$ cat src/rtl/qapm_pkg.sv
// shared types, register codes and constants of the attitude pid mixer
package qapm_pkg;

  localparam int INTEGRAL_LIMIT_DEF = 12800;
  localparam int OUTPUT_LIMIT_DEF   = 200;
  localparam int THROTTLE_BITS_DEF  = 11;

  localparam int GAIN_W   = 16;
  localparam int ANGLE_W  = 16;
  localparam int RATE_W   = 16;
  localparam int ERR_W    = 17;
  localparam int INTEG_W  = 15;
  localparam int HELD_W   = 9;
  localparam int OPND_W   = 18;
  localparam int PROD_W   = 35;
  localparam int ACC_W    = 37;
  localparam int FRAC_W   = 19;
  localparam int MOTOR_W  = 13;
  localparam int CFG_IDX_W = 4;

  localparam int ONE_DEGREE      = 128;
  localparam int TILT_LIMIT      = 6400;
  localparam int IDLE_THROTTLE   = 850;
  localparam int CUTOFF_THROTTLE = 800;
  localparam int RATE_SCALE      = 125;
  localparam int RATE_SHIFT      = 5;
  localparam int TRIM_TWO        = 15;
  localparam int TRIM_THREE      = 20;
  localparam int IDLE_TRIM_ONE   = 3;
  localparam int IDLE_TRIM_FOUR  = 5;

  localparam logic [CFG_IDX_W-1:0] REG_P_ROLL  = 4'd0;
  localparam logic [CFG_IDX_W-1:0] REG_I_ROLL  = 4'd1;
  localparam logic [CFG_IDX_W-1:0] REG_D_ROLL  = 4'd2;
  localparam logic [CFG_IDX_W-1:0] REG_P_PITCH = 4'd3;
  localparam logic [CFG_IDX_W-1:0] REG_I_PITCH = 4'd4;
  localparam logic [CFG_IDX_W-1:0] REG_D_PITCH = 4'd5;
  localparam logic [CFG_IDX_W-1:0] REG_P_YAW   = 4'd6;
  localparam logic [CFG_IDX_W-1:0] REG_D_YAW   = 4'd7;

  localparam logic [GAIN_W-1:0] RST_P_ROLL  = 16'd8192;
  localparam logic [GAIN_W-1:0] RST_I_ROLL  = 16'd0;
  localparam logic [GAIN_W-1:0] RST_D_ROLL  = 16'd7168;
  localparam logic [GAIN_W-1:0] RST_P_PITCH = 16'd7373;
  localparam logic [GAIN_W-1:0] RST_I_PITCH = 16'd20;
  localparam logic [GAIN_W-1:0] RST_D_PITCH = 16'd5939;
  localparam logic [GAIN_W-1:0] RST_P_YAW   = 16'd4096;
  localparam logic [GAIN_W-1:0] RST_D_YAW   = 16'd0;

  typedef enum logic [1:0] {
    AXIS_ROLL  = 2'd0,
    AXIS_PITCH = 2'd1,
    AXIS_YAW   = 2'd2
  } axis_t;

  typedef enum logic [1:0] {
    TERM_P = 2'd0,
    TERM_I = 2'd1,
    TERM_D = 2'd2
  } term_t;

  typedef struct packed {
    logic  load;
    logic  axis_start;
    logic  mul_en;
    logic  acc_en;
    logic  scale_en;
    logic  mix_en;
    axis_t axis;
    term_t term;
  } ctrl_cmd_t;

  typedef struct packed {
    logic small_err;
    logic out_free;
  } ctrl_stat_t;

endpackage

$ cat src/rtl/qapm_ctrl.sv
// sequencer that walks the three axes through the shared multiplier
module qapm_ctrl import qapm_pkg::*; (
  input  logic       clk,
  input  logic       rst,
  input  logic       in_valid,
  output logic       in_stall,
  input  ctrl_stat_t stat,
  output ctrl_cmd_t  cmd
);

  typedef enum logic [5:0] {
    S_IDLE  = 6'b000001,
    S_AXIS  = 6'b000010,
    S_MUL   = 6'b000100,
    S_ACC   = 6'b001000,
    S_SCALE = 6'b010000,
    S_MIX   = 6'b100000
  } state_t;

  state_t state, state_next;
  axis_t  axis, axis_next;
  term_t  term, term_next;

  always_ff @(posedge clk) begin
    if (rst) begin
      state <= S_IDLE;
      axis  <= AXIS_ROLL;
      term  <= TERM_P;
    end else begin
      state <= state_next;
      axis  <= axis_next;
      term  <= term_next;
    end
  end

  assign in_stall = (state != S_IDLE);

  always_comb begin
    state_next     = state;
    axis_next      = axis;
    term_next      = term;
    cmd            = '0;
    cmd.axis       = axis;
    cmd.term       = term;
    case (state)
      S_IDLE: begin
        if (in_valid) begin
          cmd.load   = 1'b1;
          axis_next  = AXIS_ROLL;
          state_next = S_AXIS;
        end
      end
      S_AXIS: begin
        cmd.axis_start = 1'b1;
        term_next      = TERM_P;
        if (!stat.small_err) begin
          state_next = S_MUL;
        end else if (axis == AXIS_YAW) begin
          state_next = S_MIX;
        end else begin
          axis_next = axis_t'(axis + 2'd1);
        end
      end
      S_MUL: begin
        cmd.mul_en = 1'b1;
        cmd.acc_en = (term != TERM_P);
        if (term == TERM_D) begin
          state_next = S_ACC;
        end else begin
          term_next = term_t'(term + 2'd1);
        end
      end
      S_ACC: begin
        cmd.acc_en = 1'b1;
        state_next = S_SCALE;
      end
      S_SCALE: begin
        cmd.scale_en = 1'b1;
        if (axis == AXIS_YAW) begin
          state_next = S_MIX;
        end else begin
          axis_next  = axis_t'(axis + 2'd1);
          state_next = S_AXIS;
        end
      end
      S_MIX: begin
        if (stat.out_free) begin
          cmd.mix_en = 1'b1;
          state_next = S_IDLE;
        end
      end
      default: begin
        state_next = S_IDLE;
      end
    endcase
  end

endmodule

$ cat src/rtl/qapm_dp.sv
// gain registers, per-axis pid arithmetic, motor mixing and output register
module qapm_dp import qapm_pkg::*; #(
  parameter int INTEGRAL_LIMIT = INTEGRAL_LIMIT_DEF,
  parameter int OUTPUT_LIMIT   = OUTPUT_LIMIT_DEF,
  parameter int THROTTLE_BITS  = THROTTLE_BITS_DEF
) (
  input  logic                        clk,
  input  logic                        rst,
  input  ctrl_cmd_t                   cmd,
  output ctrl_stat_t                  stat,
  input  logic                        cfg_we,
  input  logic [CFG_IDX_W-1:0]        cfg_index,
  input  logic [GAIN_W-1:0]           cfg_data,
  input  logic signed [ANGLE_W-1:0]   roll_angle,
  input  logic signed [ANGLE_W-1:0]   pitch_angle,
  input  logic signed [ANGLE_W-1:0]   yaw_angle,
  input  logic signed [ANGLE_W-1:0]   roll_target,
  input  logic signed [ANGLE_W-1:0]   pitch_target,
  input  logic signed [ANGLE_W-1:0]   yaw_target,
  input  logic signed [RATE_W-1:0]    rate_x,
  input  logic signed [RATE_W-1:0]    rate_y,
  input  logic signed [RATE_W-1:0]    rate_z,
  input  logic [THROTTLE_BITS-1:0]    throttle_cmd,
  output logic                        out_valid,
  input  logic                        out_stall,
  output logic signed [MOTOR_W-1:0]   motor_one,
  output logic signed [MOTOR_W-1:0]   motor_two,
  output logic signed [MOTOR_W-1:0]   motor_three,
  output logic signed [MOTOR_W-1:0]   motor_four
);

  localparam int TW = (THROTTLE_BITS > 10) ? THROTTLE_BITS : 10;
  localparam int MW = TW + 3;
  localparam int RP_W = RATE_W + 7;
  localparam int Q_W = ACC_W - FRAC_W;

  localparam logic signed [OPND_W-1:0] INTEG_LIM = OPND_W'(INTEGRAL_LIMIT);
  localparam logic signed [Q_W-1:0]    OUT_LIM   = Q_W'(OUTPUT_LIMIT);
  localparam logic signed [ACC_W-1:0]  TRUNC_BIAS = ACC_W'((1 << FRAC_W) - 1);
  localparam logic signed [ERR_W-1:0]  ERR_SMALL = ERR_W'(ONE_DEGREE);
  localparam logic signed [ANGLE_W-1:0] TILT_LIM = ANGLE_W'(TILT_LIMIT);

  logic [GAIN_W-1:0] gp_roll, gi_roll, gd_roll, gp_pitch, gi_pitch, gd_pitch;
  logic [GAIN_W-1:0] gp_yaw, gd_yaw;

  always_ff @(posedge clk) begin
    if (rst) begin
      gp_roll  <= RST_P_ROLL;
      gi_roll  <= RST_I_ROLL;
      gd_roll  <= RST_D_ROLL;
      gp_pitch <= RST_P_PITCH;
      gi_pitch <= RST_I_PITCH;
      gd_pitch <= RST_D_PITCH;
      gp_yaw   <= RST_P_YAW;
      gd_yaw   <= RST_D_YAW;
    end else if (cfg_we) begin
      case (cfg_index)
        REG_P_ROLL:  gp_roll  <= cfg_data;
        REG_I_ROLL:  gi_roll  <= cfg_data;
        REG_D_ROLL:  gd_roll  <= cfg_data;
        REG_P_PITCH: gp_pitch <= cfg_data;
        REG_I_PITCH: gi_pitch <= cfg_data;
        REG_D_PITCH: gd_pitch <= cfg_data;
        REG_P_YAW:   gp_yaw   <= cfg_data;
        REG_D_YAW:   gd_yaw   <= cfg_data;
        default: ;
      endcase
    end
  end

  // captured item
  logic signed [ANGLE_W-1:0] meas [3];
  logic signed [ANGLE_W-1:0] targ [3];
  logic signed [RATE_W-1:0]  gyro [3];
  logic [THROTTLE_BITS-1:0]  thr;

  always_ff @(posedge clk) begin
    if (cmd.load) begin
      meas[0] <= roll_angle;
      meas[1] <= pitch_angle;
      meas[2] <= yaw_angle;
      targ[0] <= roll_target;
      targ[1] <= pitch_target;
      targ[2] <= yaw_target;
      gyro[0] <= rate_x;
      gyro[1] <= rate_y;
      gyro[2] <= rate_z;
      thr     <= throttle_cmd;
    end
  end

  // axis setup: error, integral, rate term
  logic signed [ANGLE_W-1:0] sel_meas, sel_targ;
  logic signed [RATE_W-1:0]  sel_gyro;
  logic signed [ERR_W-1:0]   err;
  logic                      small_err;
  logic signed [INTEG_W-1:0] integ [3];
  logic signed [INTEG_W-1:0] sel_integ;
  logic signed [OPND_W-1:0]  integ_sum, integ_clamped;
  logic signed [RP_W-1:0]    rate_prod;
  logic signed [ERR_W-1:0]   err_r;
  logic signed [OPND_W-1:0]  rate_r;
  logic signed [HELD_W-1:0]  held [3];
  logic signed [HELD_W-1:0]  held_next;

  always_comb begin
    case (cmd.axis)
      AXIS_ROLL: begin
        sel_meas = meas[0]; sel_targ = targ[0]; sel_gyro = gyro[0]; sel_integ = integ[0];
      end
      AXIS_PITCH: begin
        sel_meas = meas[1]; sel_targ = targ[1]; sel_gyro = gyro[1]; sel_integ = integ[1];
      end
      default: begin
        sel_meas = meas[2]; sel_targ = targ[2]; sel_gyro = gyro[2]; sel_integ = integ[2];
      end
    endcase
  end

  assign err       = {sel_meas[ANGLE_W-1], sel_meas} - {sel_targ[ANGLE_W-1], sel_targ};
  assign small_err = (err <= ERR_SMALL) && (err >= -ERR_SMALL);
  assign integ_sum = {{(OPND_W-INTEG_W){sel_integ[INTEG_W-1]}}, sel_integ}
                   + {{(OPND_W-ERR_W){err[ERR_W-1]}}, err};
  assign integ_clamped = (integ_sum > INTEG_LIM)  ? INTEG_LIM :
                         (integ_sum < -INTEG_LIM) ? -INTEG_LIM : integ_sum;
  assign rate_prod = {{(RP_W-RATE_W){sel_gyro[RATE_W-1]}}, sel_gyro} * RP_W'(RATE_SCALE);

  always_ff @(posedge clk) begin
    if (cmd.axis_start) begin
      err_r  <= err;
      rate_r <= rate_prod[RP_W-1:RATE_SHIFT];
    end
  end

  always_ff @(posedge clk) begin
    if (rst) begin
      for (int i = 0; i < 3; i++) begin
        integ[i] <= '0;
        held[i]  <= '0;
      end
    end else begin
      if (cmd.axis_start && !small_err) begin
        integ[cmd.axis] <= integ_clamped[INTEG_W-1:0];
      end
      if (cmd.scale_en) begin
        held[cmd.axis] <= held_next;
      end
    end
  end

  // shared multiplier and accumulator
  logic [GAIN_W-1:0]         gain;
  logic signed [OPND_W-1:0]  opnd;
  logic signed [GAIN_W:0]    gain_s;
  logic signed [PROD_W-1:0]  prod, prod_next;
  logic signed [ACC_W-1:0]   acc;

  always_comb begin
    gain = '0;
    case (cmd.axis)
      AXIS_ROLL: begin
        case (cmd.term)
          TERM_P:  gain = gp_roll;
          TERM_I:  gain = gi_roll;
          default: gain = gd_roll;
        endcase
      end
      AXIS_PITCH: begin
        case (cmd.term)
          TERM_P:  gain = gp_pitch;
          TERM_I:  gain = gi_pitch;
          default: gain = gd_pitch;
        endcase
      end
      default: begin
        case (cmd.term)
          TERM_P:  gain = gp_yaw;
          TERM_I:  gain = '0;
          default: gain = gd_yaw;
        endcase
      end
    endcase
  end

  always_comb begin
    case (cmd.term)
      TERM_P:  opnd = {{(OPND_W-ERR_W){err_r[ERR_W-1]}}, err_r};
      TERM_I:  opnd = {{(OPND_W-INTEG_W){sel_integ[INTEG_W-1]}}, sel_integ};
      default: opnd = rate_r;
    endcase
  end

  assign gain_s    = {1'b0, gain};
  assign prod_next = gain_s * opnd;

  always_ff @(posedge clk) begin
    if (cmd.mul_en) begin
      prod <= prod_next;
    end
    if (cmd.axis_start) begin
      acc <= '0;
    end else if (cmd.acc_en) begin
      acc <= acc + {{(ACC_W-PROD_W){prod[PROD_W-1]}}, prod};
    end
  end

  // truncate toward zero, then clamp
  logic signed [ACC_W-1:0]  acc_biased;
  logic signed [Q_W-1:0]    quot;

  assign acc_biased = acc + (acc[ACC_W-1] ? TRUNC_BIAS : '0);
  assign quot       = acc_biased[ACC_W-1:FRAC_W];
  always_comb begin
    if (quot > OUT_LIM) begin
      held_next = OUT_LIM[HELD_W-1:0];
    end else if (quot < -OUT_LIM) begin
      held_next = HELD_W'(-OUT_LIM);
    end else begin
      held_next = quot[HELD_W-1:0];
    end
  end

  // motor mixing
  logic                  tilt;
  logic signed [MW-1:0]  t_eff, r_ext, p_ext, y_ext;
  logic signed [MW-1:0]  m1, m2, m3, m4;

  assign tilt = (meas[0] > TILT_LIM) || (meas[0] < -TILT_LIM)
             || (meas[1] > TILT_LIM) || (meas[1] < -TILT_LIM);
  assign t_eff = tilt ? MW'(CUTOFF_THROTTLE) : MW'(thr);
  assign r_ext = {{(MW-HELD_W){held[0][HELD_W-1]}}, held[0]};
  assign p_ext = {{(MW-HELD_W){held[1][HELD_W-1]}}, held[1]};
  assign y_ext = {{(MW-HELD_W){held[2][HELD_W-1]}}, held[2]};

  always_comb begin
    if (t_eff > MW'(IDLE_THROTTLE)) begin
      m1 = t_eff - p_ext + y_ext;
      m2 = t_eff - r_ext + MW'(TRIM_TWO) - y_ext;
      m3 = t_eff + p_ext + MW'(TRIM_THREE) + y_ext;
      m4 = t_eff + r_ext - y_ext;
    end else begin
      m1 = t_eff - MW'(IDLE_TRIM_ONE);
      m2 = t_eff;
      m3 = t_eff;
      m4 = t_eff - MW'(IDLE_TRIM_FOUR);
    end
  end

  always_ff @(posedge clk) begin
    if (rst) begin
      out_valid <= 1'b0;
    end else if (cmd.mix_en) begin
      out_valid <= 1'b1;
    end else if (!out_stall) begin
      out_valid <= 1'b0;
    end
  end

  always_ff @(posedge clk) begin
    if (cmd.mix_en) begin
      motor_one   <= m1[MOTOR_W-1:0];
      motor_two   <= m2[MOTOR_W-1:0];
      motor_three <= m3[MOTOR_W-1:0];
      motor_four  <= m4[MOTOR_W-1:0];
    end
  end

  assign stat.small_err = small_err;
  assign stat.out_free  = !out_valid || !out_stall;

endmodule

$ cat src/rtl/quad_attitude_pid_mixer_top.sv
// top level of the quadcopter attitude pid controller with motor mixing
//
//  channel   signals                         item
//  in        in_valid / in_stall             angles, targets, gyro rates, throttle
//  out       out_valid / out_stall           four motor drive values
//  cfg       cfg_valid / cfg_ready           gain register index and data
//
// with all three axes updating, an item runs from one acceptance to the next through
// the accept step; per axis a setup step, the P, I and D products on the shared 17x18
// multiplier, an accumulate and a scale step; the mix step then registers the result
// an axis with an error of one degree or less keeps its integral and held output
// rst clears the integrals, held outputs and output valid and loads default gains
// the next item is taken once the mix has loaded the output register; a stalled
// result holds the block in the mix step until the register frees
module quad_attitude_pid_mixer_top import qapm_pkg::*; #(
  parameter int INTEGRAL_LIMIT = INTEGRAL_LIMIT_DEF,
  parameter int OUTPUT_LIMIT   = OUTPUT_LIMIT_DEF,
  parameter int THROTTLE_BITS  = THROTTLE_BITS_DEF
) (
  input  logic                        clk,
  input  logic                        rst,
  input  logic                        in_valid,
  output logic                        in_stall,
  input  logic signed [ANGLE_W-1:0]   roll_angle,
  input  logic signed [ANGLE_W-1:0]   pitch_angle,
  input  logic signed [ANGLE_W-1:0]   yaw_angle,
  input  logic signed [ANGLE_W-1:0]   roll_target,
  input  logic signed [ANGLE_W-1:0]   pitch_target,
  input  logic signed [ANGLE_W-1:0]   yaw_target,
  input  logic signed [RATE_W-1:0]    rate_x,
  input  logic signed [RATE_W-1:0]    rate_y,
  input  logic signed [RATE_W-1:0]    rate_z,
  input  logic [THROTTLE_BITS-1:0]    throttle_cmd,
  output logic                        out_valid,
  input  logic                        out_stall,
  output logic signed [MOTOR_W-1:0]   motor_one,
  output logic signed [MOTOR_W-1:0]   motor_two,
  output logic signed [MOTOR_W-1:0]   motor_three,
  output logic signed [MOTOR_W-1:0]   motor_four,
  input  logic                        cfg_valid,
  output logic                        cfg_ready,
  input  logic [CFG_IDX_W-1:0]        cfg_index,
  input  logic [GAIN_W-1:0]           cfg_data
);

  ctrl_cmd_t  cmd;
  ctrl_stat_t stat;

  assign cfg_ready = 1'b1;

  qapm_ctrl u_ctrl (
    .clk      (clk),
    .rst      (rst),
    .in_valid (in_valid),
    .in_stall (in_stall),
    .stat     (stat),
    .cmd      (cmd)
  );

  qapm_dp #(
    .INTEGRAL_LIMIT (INTEGRAL_LIMIT),
    .OUTPUT_LIMIT   (OUTPUT_LIMIT),
    .THROTTLE_BITS  (THROTTLE_BITS)
  ) u_dp (
    .clk          (clk),
    .rst          (rst),
    .cmd          (cmd),
    .stat         (stat),
    .cfg_we       (cfg_valid && cfg_ready),
    .cfg_index    (cfg_index),
    .cfg_data     (cfg_data),
    .roll_angle   (roll_angle),
    .pitch_angle  (pitch_angle),
    .yaw_angle    (yaw_angle),
    .roll_target  (roll_target),
    .pitch_target (pitch_target),
    .yaw_target   (yaw_target),
    .rate_x       (rate_x),
    .rate_y       (rate_y),
    .rate_z       (rate_z),
    .throttle_cmd (throttle_cmd),
    .out_valid    (out_valid),
    .out_stall    (out_stall),
    .motor_one    (motor_one),
    .motor_two    (motor_two),
    .motor_three  (motor_three),
    .motor_four   (motor_four)
  );

endmodule

$ cat config.mk
export PLATFORM = sky130hd
export DESIGN_NAME = quad_attitude_pid_mixer_top
export DESIGN_NICKNAME = d
export VERILOG_FILES = /design/src/rtl/qapm_pkg.sv /design/src/rtl/qapm_ctrl.sv /design/src/rtl/qapm_dp.sv /design/src/rtl/quad_attitude_pid_mixer_top.sv
export SDC_FILE = /design/constraint.sdc
export NUM_CORES = 2
export LEC_CHECK = 0
export BUFFER_PORTS_ARGS = -buffer_cell sky130_fd_sc_hd__clkbuf_2
export CAP_MARGIN = 20
export CORE_ASPECT_RATIO = 1.25
export CORE_MARGIN = 10
export CORE_UTILIZATION = 45
export CTS_CLUSTER_DIAMETER = 100
export CTS_CLUSTER_SIZE = 12
export DETAILED_ROUTE_END_ITERATION = 10
export REMOVE_ABC_BUFFERS = 1
export SLEW_MARGIN = 20
export SYNTH_ARGS = -nofsm -noshare
export SYNTH_HDL_FRONTEND = slang
export SYNTH_SLANG_ARGS = --single-unit
$ cat constraint.sdc
create_clock -name clk -period 9.1 [get_ports clk]
set_input_delay 0.455 -clock clk [delete_from_list [all_inputs] [get_ports clk]]
set_output_delay 0.455 -clock clk [all_outputs]
set_load 0.05 [all_outputs]
==> key figures <==
Outcome
  • Outcome: finished, final reports clean

Yosys
  • Primary FF master, synth: edfxtp_1
  • Largest cells by area after synthesis: edfxtp_1, fa_1, ha_1
  • Post-synth top area share: 0.248
  • Compound-Gate Fraction of Synth Area: 0.131
  • Async set-or-reset flop fraction in the synthesized netlist: 0
  • Synth Area in Adders: 0.284
  • Number of synthesized register bits: 525
  • Mapped Avg Cell Area: 9.54 µm²
  • Synth unique cells: 87
  • Synth area leader: edfxtp_1
  • Mux contribution to synthesized area: 0.00441
  • EDFF count, synth: 349
  • Synthesized cell area: 42,200 µm²
  • Post-Synth Simple-Gate Area: 0.139
  • Ys Warns: 0
  • Sequential fraction of the synthesis area: 0.331
  • Largest family of logic cells by synthesized area: adder cells
  • Synth Area in XOR/XNOR: 0.0330
  • Gate count of the mapped netlist: 4,430

Worst setup path
  • Worst-path fanout max: 39
  • Crit. End Element: register
  • R2r setup slk: 0.67 ns
  • CP arrival: 8.79 ns
  • R2r startpoint: u_ctrl.term[1]
  • Req. time, crit path: 9.45 ns
  • Worst Setup Start Kind: register
  • Crit. Startpoint: u_ctrl.term[1]
  • Critical path class: reg -> reg

Power
  • Worst VDD drop: 478 µV
  • PwrDens: 347 nW/µm²
  • Leak: 21.4 nW
  • PnR Total Power: 16.5 mW

Detailed routing
  • DR DRC count: 0
  • Final WL: 111,000 µm
  • DR pass1 iterations: 6
  • DR vias/cell: 5.28
  • Starting DRC count in detailed routing: 1,684
  • Via count: 31,600
  • WL/cell: 18.6 µm
  • Post-route ant nets: 0

Clock tree
  • Post-CTS Setup Inserts: 0
  • Clock Path Buffers: 3
  • CTS buffer count: 51
  • Clk slew on worst S/H paths: 0.07 ns
  • Worst skew pair latency: 0.64 ns
  • CTS Root Cell: clkbuf_16
  • CTS resizes: 0
  • CTS tree: done
  • H-tree depth: 2
  • CTS sink cnt: 525

STA
  • Worst slew pin tran: 1.09 ns
  • Fin crit share: 0.927
  • Final TNS setup: 0 ns
  • Pins over their slew limit: 0
  • RSZ-0062 raised after global routing: no
  • Fin crit period: 8.43 ns
  • Final hold vios: 0
  • Max transition margin: 0.274
  • Setup Viol. Count Final: 0
  • Fmax: 119 MHz
  • Skew final: 0.0505 ns

Global routing
  • Initial antenna violation count: 2
  • Pin count of the biggest net entering global routing: 143
  • Total GRT Usage: 0.208
  • Vias in the first global route: 32,700
  • First-pass GRT wire length: 178,000 µm
  • Remaining Overflow, GRT: 0

Finish
  • Layout Nets: 5,632
  • Layout cell share with drive strength beyond 1: 0.0823
  • Filler cells: 8,496
  • Layout area overhead: 12.9%

Floorplan
  • # IOs: 235
  • Core region area: 93,100 µm²
  • DIE WIDTH: 294 µm
  • Die Span Y: 363 µm
  • Die area: 107,000 µm²
  • Row count: 125
  • Initial core utilization: 0.454

Placed design
  • Post-detail-place hpwl: 85,000 µm
  • Port buffer count: 233
  • Global placement routability congestion: 0.883

Hold path
  • Worst min path class: in -> reg
  • Worst Hold Launch: roll_angle[15]

Job
  • Max-cap violations: 0
[final timing paths]
kind,to,depth (start not counted)
worst max register to register,u_dp.prod[31],26
worst max-delay path,u_dp.prod[31],26
worst min-delay path,u_dp.meas[0][15],1
worst min register to register,u_dp.gd_yaw[9],2
[synth_stat cells (14+ instances only)]
| cell type | count |
|---|---|
| a211oi_1 | 22 |
| ha_1 | 314 |
| o21bai_1 | 20 |
| and2_1 | 40 |
| a21oi_1 | 279 |
| nand3b_1 | 37 |
| o21ai_0 | 101 |
| a31oi_1 | 21 |
| fa_1 | 403 |
| a221oi_1 | 22 |
| o211ai_1 | 15 |
| nor4_1 | 18 |
| mux2i_1 | 16 |
| nand3_1 | 40 |
| nor2b_1 | 26 |
| xnor2_1 | 103 |
| inv_1 | 663 |
| a221o_1 | 27 |
| a21o_1 | 78 |
| dfxtp_1 | 176 |
| a22oi_1 | 64 |
| buf_1 | 17 |
| nor3b_1 | 24 |
| edfxtp_1 | 349 |
| nand2b_1 | 39 |
| nand2_1 | 636 |
| o21a_1 | 34 |
| clkbuf_1 | 157 |
| nor2_1 | 349 |
| or3_1 | 14 |
| nor3_1 | 43 |
| xor2_1 | 56 |
| and3_1 | 19 |
| a22o_1 | 36 |
[layout make-up]
cell class | count | area, µm² | area share
multi-input cells | 3059 | 25100 | 0.527
repair buffers | 435 | 3080 | 0.0644
diodes | 2 | 5.00 | 0.000105
inverters | 663 | 2490 | 0.0522
clock inverters | 5 | 70.1 | 0.00147
clock buffers | 86 | 1430 | 0.0299
well taps | 1206 | 1510 | 0.0316
flip-flops and latches | 525 | 14000 | 0.293
[stage by stage]
step	instance area (µm²)	instances	setup slack, ns	hold slack (ns)	utilization
4_1_cts	47700	5979	0.671	0.000209	0.513
3_3_place_gp	44800	5742	0.795	0.436	0.481
2_1_floorplan	41500	4247	-1.26	0.425	-
3_5_place_dp	44800	5742	0.681	0.442	0.481
5_1_grt	47700	5981	0.206	0.00689	0.513
6_report	47700	5981	0.666	0.0225	0.513
[power breakdown]
group	leakage, nW	internal [mW]	switching [mW]
sequential	4.72	3.43	0.186
combinational	16.0	4.57	6.34
clock	0.714	1.07	0.948
total	21.4	9.06	7.47
[state kept, by name, summed over array words and instances (netlist names), 17 cells and up]
signal / flops
u_dp.rate_r: 18
u_dp.prod: 35
u_dp.meas: 48
u_dp.acc: 37
u_dp.targ: 48
u_dp.held: 27
u_dp.integ: 45
u_dp.gyro: 48
u_dp.err_r: 17
[cell families (layout without fill, tap and decap cells)]
group,Yosys count,count (layout)
AO/OA/AOI/OAI,833,833
buffers and inverters,846,1189
XOR/XNOR,159,159
multiplexers,18,18
other,1,3
AND/OR/NAND/NOR,1331,1331
adder cells (fa/ha/maj),717,717
flip-flops,525,525
[routing by layer]
layer / vias to the layer above / part of all wire / track usage
met5: - / 0 / 0
met4: 0 / 0.033 / 0.0666
met3: 179 / 0.043 / 0.0247
met2: 725 / 0.51 / 0.381
met1: 15300 / 0.41 / 0.250
li1: 15400 / - / -
[placed cells by master, fill, tap and decap left out, types with 26 or more instances in the layout]
cell type / n
ha_1: 310
buf_4: 55
clkbuf_16: 52
nor3_1: 43
a21oi_1: 278
dlygate4sd3_1: 146
nor2b_1: 26
a21o_1: 78
o21ai_0: 101
clkbuf_1: 34
fa_1: 403
nand3b_1: 37
a221o_1: 27
edfxtp_1: 349
clkbuf_2: 232
nand2b_1: 39
nor2_1: 346
a22oi_1: 64
xor2_1: 56
inv_1: 662
a22o_1: 36
nand3_1: 40
and2_1: 40
xnor2_1: 103
nand2_1: 636
dfxtp_1: 176
o21a_1: 34
[worst max-delay path, stage by stage (launching register included)]
cell      delay, ns
dfxtp_1        0.33
inv_1          0.07
ha_2           0.28
nor2_4         0.63
buf_4          0.47
a221o_1        0.56
nand2_1        0.14
fa_1           0.53
inv_1          0.05
fa_1           0.43
ha_1           0.23
fa_1           0.53
inv_1          0.05
fa_1           0.49
fa_1           0.55
inv_1          0.04
ha_1           0.23
or3_1          0.43
o22ai_1        0.23
nor4b_1        0.10
o311ai_0       0.51
a211o_1        0.25
a21boi_0       0.16
o41a_1         0.39
a21o_1         0.19
a21oi_1        0.17
xnor2_1        0.07
[timing repair]
item,in CTS,in global routing
endpoints found under the setup margin,0,0
hold buffers,146,0
hold endpoints to repair,146,0
Note: power is estimated with default switching activity, not from simulation.
